`config.mk`:
```
export PLATFORM = sky130hd
export DESIGN_NAME = mpr_queue
export DESIGN_NICKNAME = d
export VERILOG_FILES = /design/src/design/mpr_pkg.sv /design/src/design/mpr_queue.sv
export SDC_FILE = /design/constraint.sdc
export NUM_CORES = 1
export LEC_CHECK = 0
export ABC_AREA = 1
export BUFFER_PORTS_ARGS = -buffer_cell sky130_fd_sc_hd__buf_2
export CORE_MARGIN = 4
export CORE_UTILIZATION = 40
export CTS_CLUSTER_SIZE = 8
export DETAILED_ROUTE_END_ITERATION = 10
export SLEW_MARGIN = 20
export SYNTH_ARGS = -nofsm -noshare
export SYNTH_HDL_FRONTEND = slang
export SYNTH_SLANG_ARGS = --single-unit
```
`constraint.sdc`:
```
create_clock -name clk_i -period 4.7 [get_ports clk_i]
set_input_delay 0 -clock clk_i [delete_from_list [all_inputs] [get_ports clk_i]]
set_output_delay 0 -clock clk_i [all_outputs]
set_load 0.02 [all_outputs]
```
`src/design/mpr_pkg.sv`:
```
// Shared types and constants for the predictive pixel reconstruction block.
// Used by every module of the block; depends on nothing.
package mpr_pkg;

  localparam int MAX_COLS_DEF = 1024;
  localparam int MAX_ROWS_DEF = 1024;
  localparam int QUEUE_DEPTH  = 4;

  localparam int PIX_W      = 8;
  localparam int POS_W      = 10;
  localparam int PLANE_W    = 2;
  localparam int DIM_W      = 11;
  localparam int SHIFT_W    = 3;
  localparam int CFG_IDX_W  = 3;
  localparam int CFG_DATA_W = 11;
  localparam int CODED_W    = 9;

  localparam logic [CFG_IDX_W-1:0] REG_FRAME_COLS = 3'd0;
  localparam logic [CFG_IDX_W-1:0] REG_FRAME_ROWS = 3'd1;
  localparam logic [CFG_IDX_W-1:0] REG_SHIFT_Y    = 3'd2;
  localparam logic [CFG_IDX_W-1:0] REG_SHIFT_U    = 3'd3;
  localparam logic [CFG_IDX_W-1:0] REG_SHIFT_V    = 3'd4;

  localparam logic [PLANE_W-1:0] PLANE_Y = 2'd0;
  localparam logic [PLANE_W-1:0] PLANE_U = 2'd1;
  localparam logic [PLANE_W-1:0] PLANE_V = 2'd2;

  typedef enum logic [1:0] {
    KIND_ROW0,
    KIND_COL0,
    KIND_INNER
  } kind_e;

  typedef struct packed {
    kind_e               kind;
    logic [PLANE_W-1:0]  plane;
    logic                col_one;
    logic                done;
  } ctrl_t;

  typedef struct packed {
    logic [DIM_W-1:0]   frame_cols;
    logic [DIM_W-1:0]   frame_rows;
    logic [SHIFT_W-1:0] shift_luma;
    logic [SHIFT_W-1:0] shift_chroma_u;
    logic [SHIFT_W-1:0] shift_chroma_v;
  } cfg_t;

endpackage

```
`src/design/mpr_queue.sv`:
```
// Small register FIFO between the classifier and the reconstruction pipeline.
// Uses mpr_pkg for its default depth.
module mpr_queue #(
  parameter int DATA_W = 8,
  parameter int DEPTH  = mpr_pkg::QUEUE_DEPTH
) (
  input  logic              clk_i,
  input  logic              rst_ni,
  input  logic              push_i,
  input  logic [DATA_W-1:0] data_i,
  output logic              full_o,
  input  logic              pop_i,
  output logic              valid_o,
  output logic [DATA_W-1:0] data_o
);

  localparam int PTR_W = (DEPTH > 1) ? $clog2(DEPTH) : 1;
  localparam int CNT_W = $clog2(DEPTH + 1);

  logic [DATA_W-1:0] mem_q [DEPTH];
  logic [PTR_W-1:0]  wr_ptr_q, wr_ptr_d;
  logic [PTR_W-1:0]  rd_ptr_q, rd_ptr_d;
  logic [CNT_W-1:0]  cnt_q, cnt_d;
  logic              do_push, do_pop;

  assign full_o  = (cnt_q == CNT_W'(DEPTH));
  assign valid_o = (cnt_q != '0);
  assign data_o  = mem_q[rd_ptr_q];
  assign do_push = push_i && !full_o;
  assign do_pop  = pop_i && valid_o;

  always_comb begin
    wr_ptr_d = wr_ptr_q;
    rd_ptr_d = rd_ptr_q;
    cnt_d    = cnt_q;
    if (do_push) begin
      wr_ptr_d = (wr_ptr_q == PTR_W'(DEPTH - 1)) ? '0 : wr_ptr_q + PTR_W'(1);
    end
    if (do_pop) begin
      rd_ptr_d = (rd_ptr_q == PTR_W'(DEPTH - 1)) ? '0 : rd_ptr_q + PTR_W'(1);
    end
    if (do_push && !do_pop) begin
      cnt_d = cnt_q + CNT_W'(1);
    end else if (do_pop && !do_push) begin
      cnt_d = cnt_q - CNT_W'(1);
    end
  end

  always_ff @(posedge clk_i or negedge rst_ni) begin
    if (!rst_ni) begin
      wr_ptr_q <= '0;
      rd_ptr_q <= '0;
      cnt_q    <= '0;
    end else begin
      wr_ptr_q <= wr_ptr_d;
      rd_ptr_q <= rd_ptr_d;
      cnt_q    <= cnt_d;
    end
  end

  always_ff @(posedge clk_i) begin
    if (do_push) begin
      mem_q[wr_ptr_q] <= data_i;
    end
  end

endmodule

```
==> out/qor.txt <==
H-tree levels = 2
most common cell after layout, fill and taps aside = nand2_1
pin count of the biggest net entering global routing = 36
Required @ worst endpoint = 4.86 ns
endpoints failing setup = 0
post-synth cell types = 17
VDD IR max = 285.9 µV
Fin Setup TNS = 0 ns
vias = 1121
vias in the first global route = 1123
Setup crit end kind = register
status = finished, final reports clean
clk buf depth = 2
Tot GR Track Use = 12.74%
Starting Density = 42.63%
Detailed Place HPWL = 2019 µm
Fillers = 377
Top-Level Pins = 22
Die Y = 74.22 µm
worst skew pair latency = 0.29 ns
CTS tree = built
Setup CP Type = reg2reg
die width = 74.22 µm
Worst slew margin = 31.14%
share of cells above drive strength 1 = 19.68%
Antenna Cells = 0
startpoint types = register
Final Skew = 0.005333 ns
Final min period = 1.838 ns
routed vias/inst = 4.710
core area = 4115 µm²
Leakage = 0.9021 nW
Layout area overhead = 18.05%
synthesized area = 1754 µm²
Post-Route WL = 3014 µm
initial antenna violation count = 0
die area = 5509 µm²
Pwr Total = 0.001233 W
number of remaining DRC errors = 0
highest clock rate = 544.0 MHz
register area = 1136 µm²
most frequent cells in the layout = 38 x nand2_1, 32 x edfxtp_1, 26 x inv_1
syn nets = 172
Synth Warn # = 0
first-pass GRT wire length = 5188 µm
period utilization = 39.11%
router iterations before antenna repair = 4
RSZ-0062 raised after global routing = false
worst hold slack = 0.07265 ns
total clock sinks = 39
CTS Buf Count = 5
post-synthesis sequential area ratio = 64.76%
critical path arrival = 2.00 ns
Seq cells post-synth = 39
Synth Instances = 153
DP Area = 1872 µm²
Final Max Tran Viols = 0
Hold WC Path Type = in2async
max_cap viols = 0
Slew @ Worst Pin = 1.033 ns
pwr dens = 595.4 nW/µm²
grt ovf = 0
Final Hold Viols = 0
clock transition at the registers of the reported paths = 0.08 ns
post-route cell area = 2071 µm²
Mapped Avg Cell Area = 11.47 µm²
worst reg2reg path depth = 9
clk root buf = clkbuf_8
cell row count = 23
# resized after CTS = 0
DRT iter0 DRCs = 60
footprint of the multi-input gates = 451.7 µm²
ANT nets after route = 0
# nets final = 206
number of buffers added for setup after CTS = 0
CP max FO = 7
wire length per cell = 12.66 µm
Final Wtd Congestion = 0.7678
Buffers on Ports = 21
[cell families after synthesis]
kind of cell             after synthesis  share of synthesized area [%]
AO/OA/AOI/OAI                         17                          7.133
AND/OR/NAND/NOR                       53                          12.70
XOR/XNOR                               1                         0.4994
flip-flops                            39                          64.76
adder cells (fa/ha/maj)                7                          5.421
buffers and inverters                 36                          9.486
[stage by stage]
step | instances | utilization [%] | worst slack, ns
6_report | 238 | 50.32 | 2.862
5_1_grt | 238 | 50.32 | 2.657
4_1_cts | 238 | 50.32 | 2.855
3_5_place_dp | 219 | 45.48 | 2.876
3_3_place_gp | 219 | 45.48 | 2.980
2_1_floorplan | 153 | - | 2.995
[where the power goes]
part	total, W	switching (W)	internal (W)	leakage, nW
Sequential	0.000556	0.0000919	0.000464	0.378
Clock	0.000222	0.000118	0.000103	0.0402
Combinational	0.000456	0.000288	0.000167	0.484
[flip-flops by register name, indices dropped and copies added, names as in the netlist]
| name | flops |
|---|---|
| mem_q | 32 |
| rd_ptr_q | 2 |
| wr_ptr_q | 2 |
| cnt_q | 3 |
[layout make-up]
| cell class | instances | share of cell area [%] |
|---|---|---|
| Clock buffer | 5 | 3.323 |
| Clock inverter | 3 | 0.9668 |
| Inverter | 31 | 5.619 |
| Multi-Input combinational cell | 78 | 21.81 |
| Sequential cell | 39 | 54.86 |
| Tap cell | 50 | 3.021 |
| Timing Repair Buffer | 32 | 10.39 |
[synth_stat cells (all sizes together)]
library cell	number	area [µm²]
edfxtp	32	960.9
nand2	39	148.9
o21ai	1	5.000
xnor2	1	8.760
buf	5	50.04
nor2	6	22.52
dfrtp	7	175.2
nand3	7	45.04
nand4	1	6.260
inv	31	116.4
o211ai	16	120.1
ha	6	75.07
fa	1	20.02
[worst paths after layout]
check,start,to,slack (ns)
max in group asynchronous,rst_ni,rd_ptr_q[1],4.46
min in group clk_i,data_i[5],mem_q[0][5],0.45
setup reg to reg,cnt_q[1],cnt_q[1],2.86
setup / recovery,cnt_q[1],cnt_q[1],2.86
hold reg to reg,cnt_q[2],cnt_q[2],0.55
hold / removal,rst_ni,cnt_q[0],0.07
[routing by layer]
| layer | GRT usage [%] | part of all wire [%] | vias to the layer above |
|---|---|---|---|
| met1 | 15.69 | 44 | 526 |
| li1 | - | - | 572 |
| met2 | 21.26 | 50 | 18 |
| met4 | 4.150 | 1.3 | 0 |
| met3 | 4.189 | 4.4 | 5 |
| met5 | 0 | 0 | - |
[what timing repair did]
item                       4_1_cts  5_1_grt
hold buffers                    11        0
hold endpoints to repair        43        0
setup endpoints to repair        0        0
[worst max-delay path, stage by stage, from the launching register on]
cell,delay [ns]
dfrtp_1,0.41
inv_2,0.09
nand3_2,0.11
nand2_2,0.15
inv_2,0.04
ha_1,0.21
inv_1,0.09
fa_1,0.42
nand2_1,0.09
o21ai_0,0.10
(Power assumes the default switching activity.)
