## src/design/mpr_pkg.sv

```systemverilog
// Shared types and constants for the predictive pixel reconstruction block.
// Used by every module of the block; depends on nothing.
package mpr_pkg;

  localparam int MAX_COLS_DEF = 1024;
  localparam int MAX_ROWS_DEF = 1024;
  localparam int QUEUE_DEPTH  = 4;

  localparam int PIX_W      = 8;
  localparam int POS_W      = 10;
  localparam int PLANE_W    = 2;
  localparam int DIM_W      = 11;
  localparam int SHIFT_W    = 3;
  localparam int CFG_IDX_W  = 3;
  localparam int CFG_DATA_W = 11;
  localparam int CODED_W    = 9;

  localparam logic [CFG_IDX_W-1:0] REG_FRAME_COLS = 3'd0;
  localparam logic [CFG_IDX_W-1:0] REG_FRAME_ROWS = 3'd1;
  localparam logic [CFG_IDX_W-1:0] REG_SHIFT_Y    = 3'd2;
  localparam logic [CFG_IDX_W-1:0] REG_SHIFT_U    = 3'd3;
  localparam logic [CFG_IDX_W-1:0] REG_SHIFT_V    = 3'd4;

  localparam logic [PLANE_W-1:0] PLANE_Y = 2'd0;
  localparam logic [PLANE_W-1:0] PLANE_U = 2'd1;
  localparam logic [PLANE_W-1:0] PLANE_V = 2'd2;

  typedef enum logic [1:0] {
    KIND_ROW0,
    KIND_COL0,
    KIND_INNER
  } kind_e;

  typedef struct packed {
    kind_e               kind;
    logic [PLANE_W-1:0]  plane;
    logic                col_one;
    logic                done;
  } ctrl_t;

  typedef struct packed {
    logic [DIM_W-1:0]   frame_cols;
    logic [DIM_W-1:0]   frame_rows;
    logic [SHIFT_W-1:0] shift_luma;
    logic [SHIFT_W-1:0] shift_chroma_u;
    logic [SHIFT_W-1:0] shift_chroma_v;
  } cfg_t;

endpackage

```

## src/design/mpr_front.sv

```systemverilog
// Input side: walks plane, phase, row and column for each accepted value and
// tags it for the reconstruction pipeline. Uses mpr_pkg.
module mpr_front #(
  parameter int MAX_COLS = mpr_pkg::MAX_COLS_DEF,
  parameter int MAX_ROWS = mpr_pkg::MAX_ROWS_DEF
) (
  input  logic                       clk_i,
  input  logic                       rst_ni,
  input  mpr_pkg::cfg_t              cfg_i,
  input  logic                       accept_i,
  output mpr_pkg::ctrl_t             item_ctrl_o,
  output logic [$clog2(MAX_ROWS)-1:0] item_row_o,
  output logic [$clog2(MAX_COLS)-1:0] item_col_o
);
  import mpr_pkg::*;

  localparam int COL_W = $clog2(MAX_COLS);
  localparam int ROW_W = $clog2(MAX_ROWS);
  localparam int CDW   = ($clog2(MAX_COLS + 1) > DIM_W) ? $clog2(MAX_COLS + 1) : DIM_W;
  localparam int RDW   = ($clog2(MAX_ROWS + 1) > DIM_W) ? $clog2(MAX_ROWS + 1) : DIM_W;

  localparam logic [1:0] PH_ROW0  = 2'd0;
  localparam logic [1:0] PH_COL0  = 2'd1;
  localparam logic [1:0] PH_INNER = 2'd2;

  logic [1:0]         phase_q, phase_d;
  logic [PLANE_W-1:0] plane_q, plane_d;
  logic [ROW_W-1:0]   row_q, row_d;
  logic [COL_W-1:0]   col_q, col_d;
  logic [CDW-1:0]     cols_w, cols_c, cols_m1;
  logic [RDW-1:0]     rows_w, rows_c, rows_m1;
  logic               col_last, row_last;

  always_comb begin
    cols_w = CDW'(cfg_i.frame_cols);
    rows_w = RDW'(cfg_i.frame_rows);
    if (cols_w < CDW'(2)) begin
      cols_c = CDW'(2);
    end else if (cols_w > CDW'(MAX_COLS)) begin
      cols_c = CDW'(MAX_COLS);
    end else begin
      cols_c = cols_w;
    end
    if (rows_w < RDW'(2)) begin
      rows_c = RDW'(2);
    end else if (rows_w > RDW'(MAX_ROWS)) begin
      rows_c = RDW'(MAX_ROWS);
    end else begin
      rows_c = rows_w;
    end
    cols_m1  = cols_c - CDW'(1);
    rows_m1  = rows_c - RDW'(1);
    col_last = (CDW'(col_q) >= cols_m1);
    row_last = (RDW'(row_q) >= rows_m1);
  end

  always_comb begin
    phase_d = phase_q;
    plane_d = plane_q;
    row_d   = row_q;
    col_d   = col_q;
    item_ctrl_o.plane   = plane_q;
    item_ctrl_o.col_one = 1'b0;
    item_ctrl_o.done    = 1'b0;
    item_row_o          = row_q;
    item_col_o          = col_q;
    case (phase_q)
      PH_ROW0: begin
        item_ctrl_o.kind = KIND_ROW0;
        item_row_o       = '0;
        if (col_last) begin
          phase_d = PH_COL0;
          row_d   = ROW_W'(1);
          col_d   = '0;
        end else begin
          col_d = col_q + COL_W'(1);
        end
      end
      PH_COL0: begin
        item_ctrl_o.kind = KIND_COL0;
        item_col_o       = '0;
        if (row_last) begin
          phase_d = PH_INNER;
          row_d   = ROW_W'(1);
          col_d   = COL_W'(1);
        end else begin
          row_d = row_q + ROW_W'(1);
        end
      end
      default: begin
        item_ctrl_o.kind    = KIND_INNER;
        item_ctrl_o.col_one = (col_q == COL_W'(1));
        if (col_last) begin
          col_d = COL_W'(1);
          if (row_last) begin
            item_ctrl_o.done = (plane_q >= PLANE_V);
            plane_d = (plane_q >= PLANE_V) ? PLANE_Y : plane_q + PLANE_W'(1);
            phase_d = PH_ROW0;
            row_d   = '0;
            col_d   = '0;
          end else begin
            row_d = row_q + ROW_W'(1);
          end
        end else begin
          col_d = col_q + COL_W'(1);
        end
      end
    endcase
  end

  always_ff @(posedge clk_i or negedge rst_ni) begin
    if (!rst_ni) begin
      phase_q <= PH_ROW0;
      plane_q <= PLANE_Y;
      row_q   <= '0;
      col_q   <= '0;
    end else if (accept_i) begin
      phase_q <= phase_d;
      plane_q <= plane_d;
      row_q   <= row_d;
      col_q   <= col_d;
    end
  end

endmodule

```

## config.mk

```make
export PLATFORM = sky130hd
export DESIGN_NAME = mpr_front
export DESIGN_NICKNAME = d
export VERILOG_FILES = /design/src/design/mpr_pkg.sv /design/src/design/mpr_front.sv
export SDC_FILE = /design/constraint.sdc
export NUM_CORES = 1
export LEC_CHECK = 0
export BUFFER_PORTS_ARGS = -buffer_cell sky130_fd_sc_hd__buf_2
export CAP_MARGIN = 20
export CORE_ASPECT_RATIO = 0.75
export CORE_MARGIN = 2
export CORE_UTILIZATION = 45
export DETAILED_ROUTE_END_ITERATION = 12
export PLACE_DENSITY = 0.69
export RECOVER_POWER = 50
export SLEW_MARGIN = 20
export SYNTH_ARGS = -nofsm -noshare
export SYNTH_HDL_FRONTEND = slang
export SYNTH_SLANG_ARGS = --single-unit
```

## constraint.sdc

```tcl
create_clock -name clk_i -period 6.5 [get_ports clk_i]
set_clock_uncertainty 0.15 [all_clocks]
set_input_delay 0.65 -clock clk_i [delete_from_list [all_inputs] [get_ports clk_i]]
set_output_delay 0.65 -clock clk_i [all_outputs]
set_load 0.05 [all_outputs]
```

==> impl_results.md, run 1 <==
* Placed Cells at 422
* Peak supply drop at 0.239 mV
* Port bufs at 50
* Synth-to-Final Area Change at 13.8%
* Deepest clock path buffer count at 2
* Post-CTS Setup Inserts at 0
* Final Hold Vio Count at 0
* Avg Vias per Cell at 5.79
* Dpl ws at 0.744 ns
* Outcome: completed
* Initial DRC Count at 126
* Slowest-stage cell, CP: or4_4
* Die Width at 89.9 µm
* Post-CTS Resized at 0
* Worst-path clk slew at 0.08 ns
* CP cell instances: buf_2, or4_4, o311ai_0, ha_1, inv_1, o21ai_0, mux2i_1, a21oi_1, ha_1, a21o_1, a2111oi_0, o211ai_1, and3_1, nand3_1, nor2_1, buf_2
* Clk root buf: clkbuf_8
* #FFs+latches synth at 24
* Tcrit/Tclk final at 88.7%
* Total GRT Usage at 21.4%
* CTS Buf Count at 3
* Fin area at 0.00283 mm²
* Clk sink count at 24
* Most common cell after layout, fill and taps aside: buf_2
* Clock latency on the worst-skew pair at 0.27 ns
* Largest net degree at the start of global routing at 25
* Hold-critical path depth at 1
* Worst Path Required at 5.70 ns
* Post-route DRC at 0
* DP Area at 0.00278 mm²
* Final setup violation count at 0
* Critical path endpoint category: primary output
* HPWL Detailed at 5050 µm
* Die ar. at 0.00614 mm²
* Relative slew slack at 14.8%
* Number of synthesized flops with an enable pin at 0
* Initial antenna violation count at 0
* Hold buffers post-CTS at 0
* Asr flop ratio synth at 100%
* Number of global-route vias before repair at 2,222
* WS Path Type: input port to primary output
* Core area at 0.00532 mm²
* DR pass1 iterations at 4
* Slew @ Worst Pin at 1.28 ns
* Final net count at 411
* RSZ-0062 raised after global routing: no
* Cell Rows at 23
* Non-Filler Instances at 426
* Highest-count cells in the layout ignoring fill and taps: buf_2 (36), nor2_1 (26), ha_1 (25)
* First-pass GRT wire length at 10,700 µm
* Max-cap viol count at 0
* WL/cell at 14.8 µm
* Leak pwr at 0.00122 µW
* Most used DFF post-synth: dfrtp_1
* Cells after Synth at 307
* WP data arrival at 4.97 ns
* PwrDens at 429 mW/mm²
* Die H at 68.4 µm
* Setup TNS after final layout at 0 ns
* Share of cells above drive strength 1 at 16.2%
* Tmin final at 5.77 ns
* Placer Congestion at 0.866
* # diodes at 0
* Gr ovfl total at 0
* Average size of a mapped cell at 8.10 µm²
* Routed Antenna Nets at 0
* Sequential share of the synthesized area at 24.1%
* Distinct cells, synth at 61
* Mapped Area at 0.00249 mm²
* Via count at 2,465
* YS warnings at 0
* Critical path fanouts, max at 10
* Setup ws final at 0.735 ns
* CTS tree: yes
* Max-slew violations at 0
* Starting density of the core at 46.7%
* Final wirelength at 6320 µm
* Io pins at 60
* Syn_nets at 366
* CP startpoint kind: input port
* Class of the worst hold path: flop to flop
* H-tree level count at 1
* Cell depth of the worst flop-to-flop path at 7
* CP max stage delay at 0.60 ns
* Fmax at 173 MHz
## Yosys cell counts, drive strengths merged (6+ instances only)
cell type / number / area [µm²]
or3: 8 / 55.1
nor2b: 18 / 113
nor4: 7 / 50.1
o22ai: 6 / 43.8
dfrtp: 24 / 601
ha: 25 / 313
nand2b: 6 / 37.5
o311ai: 8 / 70.1
inv: 16 / 60.1
nand2: 17 / 63.8
nand3: 23 / 115
a21oi: 16 / 83.8
o21ai: 18 / 90.1
nor2: 26 / 97.6
clkbuf: 7 / 26.3
o211ai: 6 / 50.1
## final timing paths
kind                                  from              to  slack, ns
worst max-delay path             cfg_i[14]  item_ctrl_o[0]       0.73
worst min-delay path            plane_q[0]      plane_q[0]       0.43
worst max register to register    col_q[6]        col_q[7]       3.24
worst min register to register  plane_q[0]      plane_q[0]       0.43
max in group asynchronous           rst_ni      phase_q[0]       4.96
min in group asynchronous           rst_ni        row_q[6]       0.49
## layout make-up
cell class	count	area, µm²
inverter	16	60.1
tap	75	93.8
sequential	24	601
clock buffer	3	41.3
clock inverter	1	30.0
multi-input combinational	256	1770
fill	539	2490
timing repair buffer	51	240
## through the flow
stage                     hold slack (ns)  utilization [%]  total power, µW
after CTS                           0.220             53.5             1230
final                               0.426             53.2             1210
after detailed placement            0.410             52.2             1090
after global routing                0.460             53.2             1320
after global placement              0.388             52.2             1080
after floorplan                     0.204                -              901
## registers in the layout, indices dropped and copies added (netlist names)
signal   count
row_q       10
phase_q      2
col_q       10
plane_q      2
## per-layer routing
| layer | vias up | track usage [%] | routed length, µm | part of all wire (%) |
|---|---|---|---|---|
| li1 | 1261 | - | - | - |
| met1 | 1156 | 32.3 | 3360 | 53 |
| met2 | 46 | 33.4 | 2680 | 42 |
| met3 | 2 | 3.08 | 255 | 4.0 |
| met4 | 0 | 2.69 | 27 | 0.43 |
| met5 | - | 0 | 0 | 0 |
## cell families after synthesis
group	after synthesis	synth area share [%]
and+or+nand+nor	128	28.0
AOI/OAI and AO/OA	93	26.7
buffers and inverters	27	4.88
adders and majority gates	25	12.6
DFF	24	24.1
xor gates and xnor gates	7	2.46
muxes	3	1.31
## critical path, delay by kind of cell
kind                       cells  cell delay [ns]
muxes                          1             0.11
and+or+nand+nor                4             1.13
AOI/OAI and AO/OA              6             1.92
buffers and inverters          3             0.48
adders and majority gates      2             0.70
## report_power, final
part / internal, µW / switching [µW] / total (µW)
Combinational: 228 / 540 / 767
Clock: 82.3 / 48.5 / 131
Sequential: 210 / 105 / 315
No activity file was read; power rests on OpenSTA's default activity.
==> run 2, diff against run 1 <==
Settings changed: CELL_PAD_IN_SITES_DETAIL_PLACEMENT set to 1, CELL_PAD_IN_SITES_GLOBAL_PLACEMENT set to 2, CORE_UTILIZATION 45 to 31, PLACE_DENSITY 0.69 to unset, PLACE_DENSITY_LB_ADDON set to 0.1.
==> run 2 against run 1 <==
Compared with the run above: core utilization fell by 16 points; final cell count increased by 7.7%; first-iteration DRC count down 25%; die area increased by 43%; power up 3.2%; maximum frequency decreased by 2.1%; sequential share of layout area decreased by 0.42 points; largest power group unchanged.
==> impl_results.md, run 2 (same netlist as run 1, synthesis figures left out) <==
* RSZ-0062 raised after global routing: no
* WL/cell at 17.2 µm
* Top Registers: col_q: 10 flops, row_q: 10 flops
* Slew @ Worst Pin at 1.46 ns
* HPWL Detailed at 6040 µm
* Clk sink count at 24
* DR top layer: met4
* CTS tree: yes
* WP data arrival at 5.09 ns
* WL met2 at 3180 µm
* Highest-count cells in the layout ignoring fill and taps: buf_2 (37), nor2_1 (26), ha_1 (25)
* Largest net degree at the start of global routing at 25
* Post-route DRC at 0
* Met3 WL at 208 µm
* Port bufs at 50
* Tmin final at 5.89 ns
* Share of cells above drive strength 1 at 16.9%
* Tcrit/Tclk final at 90.6%
* Outcome: completed
* Final net count at 414
* Critical path endpoint category: primary output
* Critical path fanouts, max at 10
* Via count at 2,517
* DRT met1 WL at 4490 µm
* Total GRT Usage at 18.4%
* Placer Congestion at 0.790
* Max-slew violations at 0
* Deepest clock path buffer count at 2
* Hold buffers post-CTS at 0
* Die H at 81.6 µm
* Initial DRC Count at 95
* Final Hold Vio Count at 0
* Clk root buf: clkbuf_8
* Final wirelength at 7900 µm
* Class of the worst hold path: flop to flop
* Clock latency on the worst-skew pair at 0.27 ns
* Core area at 0.00785 mm²
* Gr ovfl total at 0
* Worst-path clk slew at 0.09 ns
* Final setup violation count at 0
* Avg Vias per Cell at 5.48
* Fmax at 170 MHz
* Post-CTS Resized at 0
* Cell Rows at 28
* DR pass1 iterations at 4
* Relative slew slack at 2.34%
* Initial antenna violation count at 0
* Leak pwr at 0.00123 µW
* Setup TNS after final layout at 0 ns
* H-tree level count at 1
* Io pins at 60
* Peak supply drop at 0.150 mV
* PwrDens at 433 mW/mm²
* First-pass GRT wire length at 12,700 µm
* Power consumption at 1250 µW
* Max-cap viol count at 0
* Post-CTS Setup Inserts at 0
* Number of global-route vias before repair at 2,432
* Most common cell after layout, fill and taps aside: buf_2
* Die ar. at 0.00876 mm²
* # diodes at 0
* WS Path Type: input port to primary output
* Synth-to-Final Area Change at 16.1%
* Die Width at 107 µm
* Starting density of the core at 31.7%
* Routed Antenna Nets at 0
* Worst Path Required at 5.70 ns
* CTS Buf Count at 3
* CP startpoint kind: input port
[run 2: changes by cell type in the layout (fill, tap and decap cells not counted)]
cell | before | now
buf_4 | 1 | 3
buf_2 | 36 | 37
[run 2: through the flow]
step                      worst slack (ns)  instances  util [%]  instance area (µm²)  hold WS, ns
final                                0.612        459      36.8                 2890        0.431
after global routing                 0.202        459      36.8                 2890        0.472
after floorplan                       1.38        307         -                 2490        0.204
after detailed placement             0.616        454      36.1                 2830        0.418
after global placement               0.662        454      36.1                 2830        0.395
after CTS                            0.578        458      37.0                 2900        0.242
[run 2: per-layer routing]
layer / global-route usage [%] / up-vias
li1: - / 1260
met1: 29.6 / 1229
met2: 26.5 / 26
met3: 2.30 / 2
met4: 1.92 / 0
met5: 0 / -
[run 2: layout make-up]
| cell class | instances | area [µm²] |
|---|---|---|
| Inverter | 16 | 60.1 |
| Clock buffer | 3 | 41.3 |
| Multi-Input combinational cell | 256 | 1770 |
| Clock inverter | 1 | 30.0 |
| Tap cell | 105 | 131 |
| Sequential cell | 24 | 601 |
| Fill cell | 981 | 4960 |
| Timing Repair Buffer | 54 | 260 |
[run 2: critical path, stage by stage]
cell and delay (ns):
buf_2 0.12, or4_4 0.59, o311ai_0 0.63, ha_1 0.43, inv_1 0.16, o21ai_0 0.19, mux2i_1 0.09, a21oi_1 0.15
ha_1 0.25, a21o_1 0.16, a2111oi_0 0.64, o211ai_1 0.25, and3_1 0.38, nand3_1 0.14, nor2_1 0.04, buf_2 0.21
[run 2: path summary, 6_finish.rpt]
check,from,cells after the start,endpoint,slack (ns)
setup / recovery,cfg_i[13],16,item_ctrl_o[0],0.61
hold reg to reg,plane_q[0],1,plane_q[0],0.43
hold / removal,plane_q[0],1,plane_q[0],0.43
max in group asynchronous,rst_ni,1,plane_q[1],4.78
setup reg to reg,col_q[6],7,col_q[7],3.20
min in group asynchronous,rst_ni,1,row_q[6],0.55
[run 2: where the power goes]
| part | internal (µW) | switching, µW |
|---|---|---|
| Combinational | 238 | 556 |
| Clock | 82.4 | 53.3 |
| Sequential | 210 | 112 |
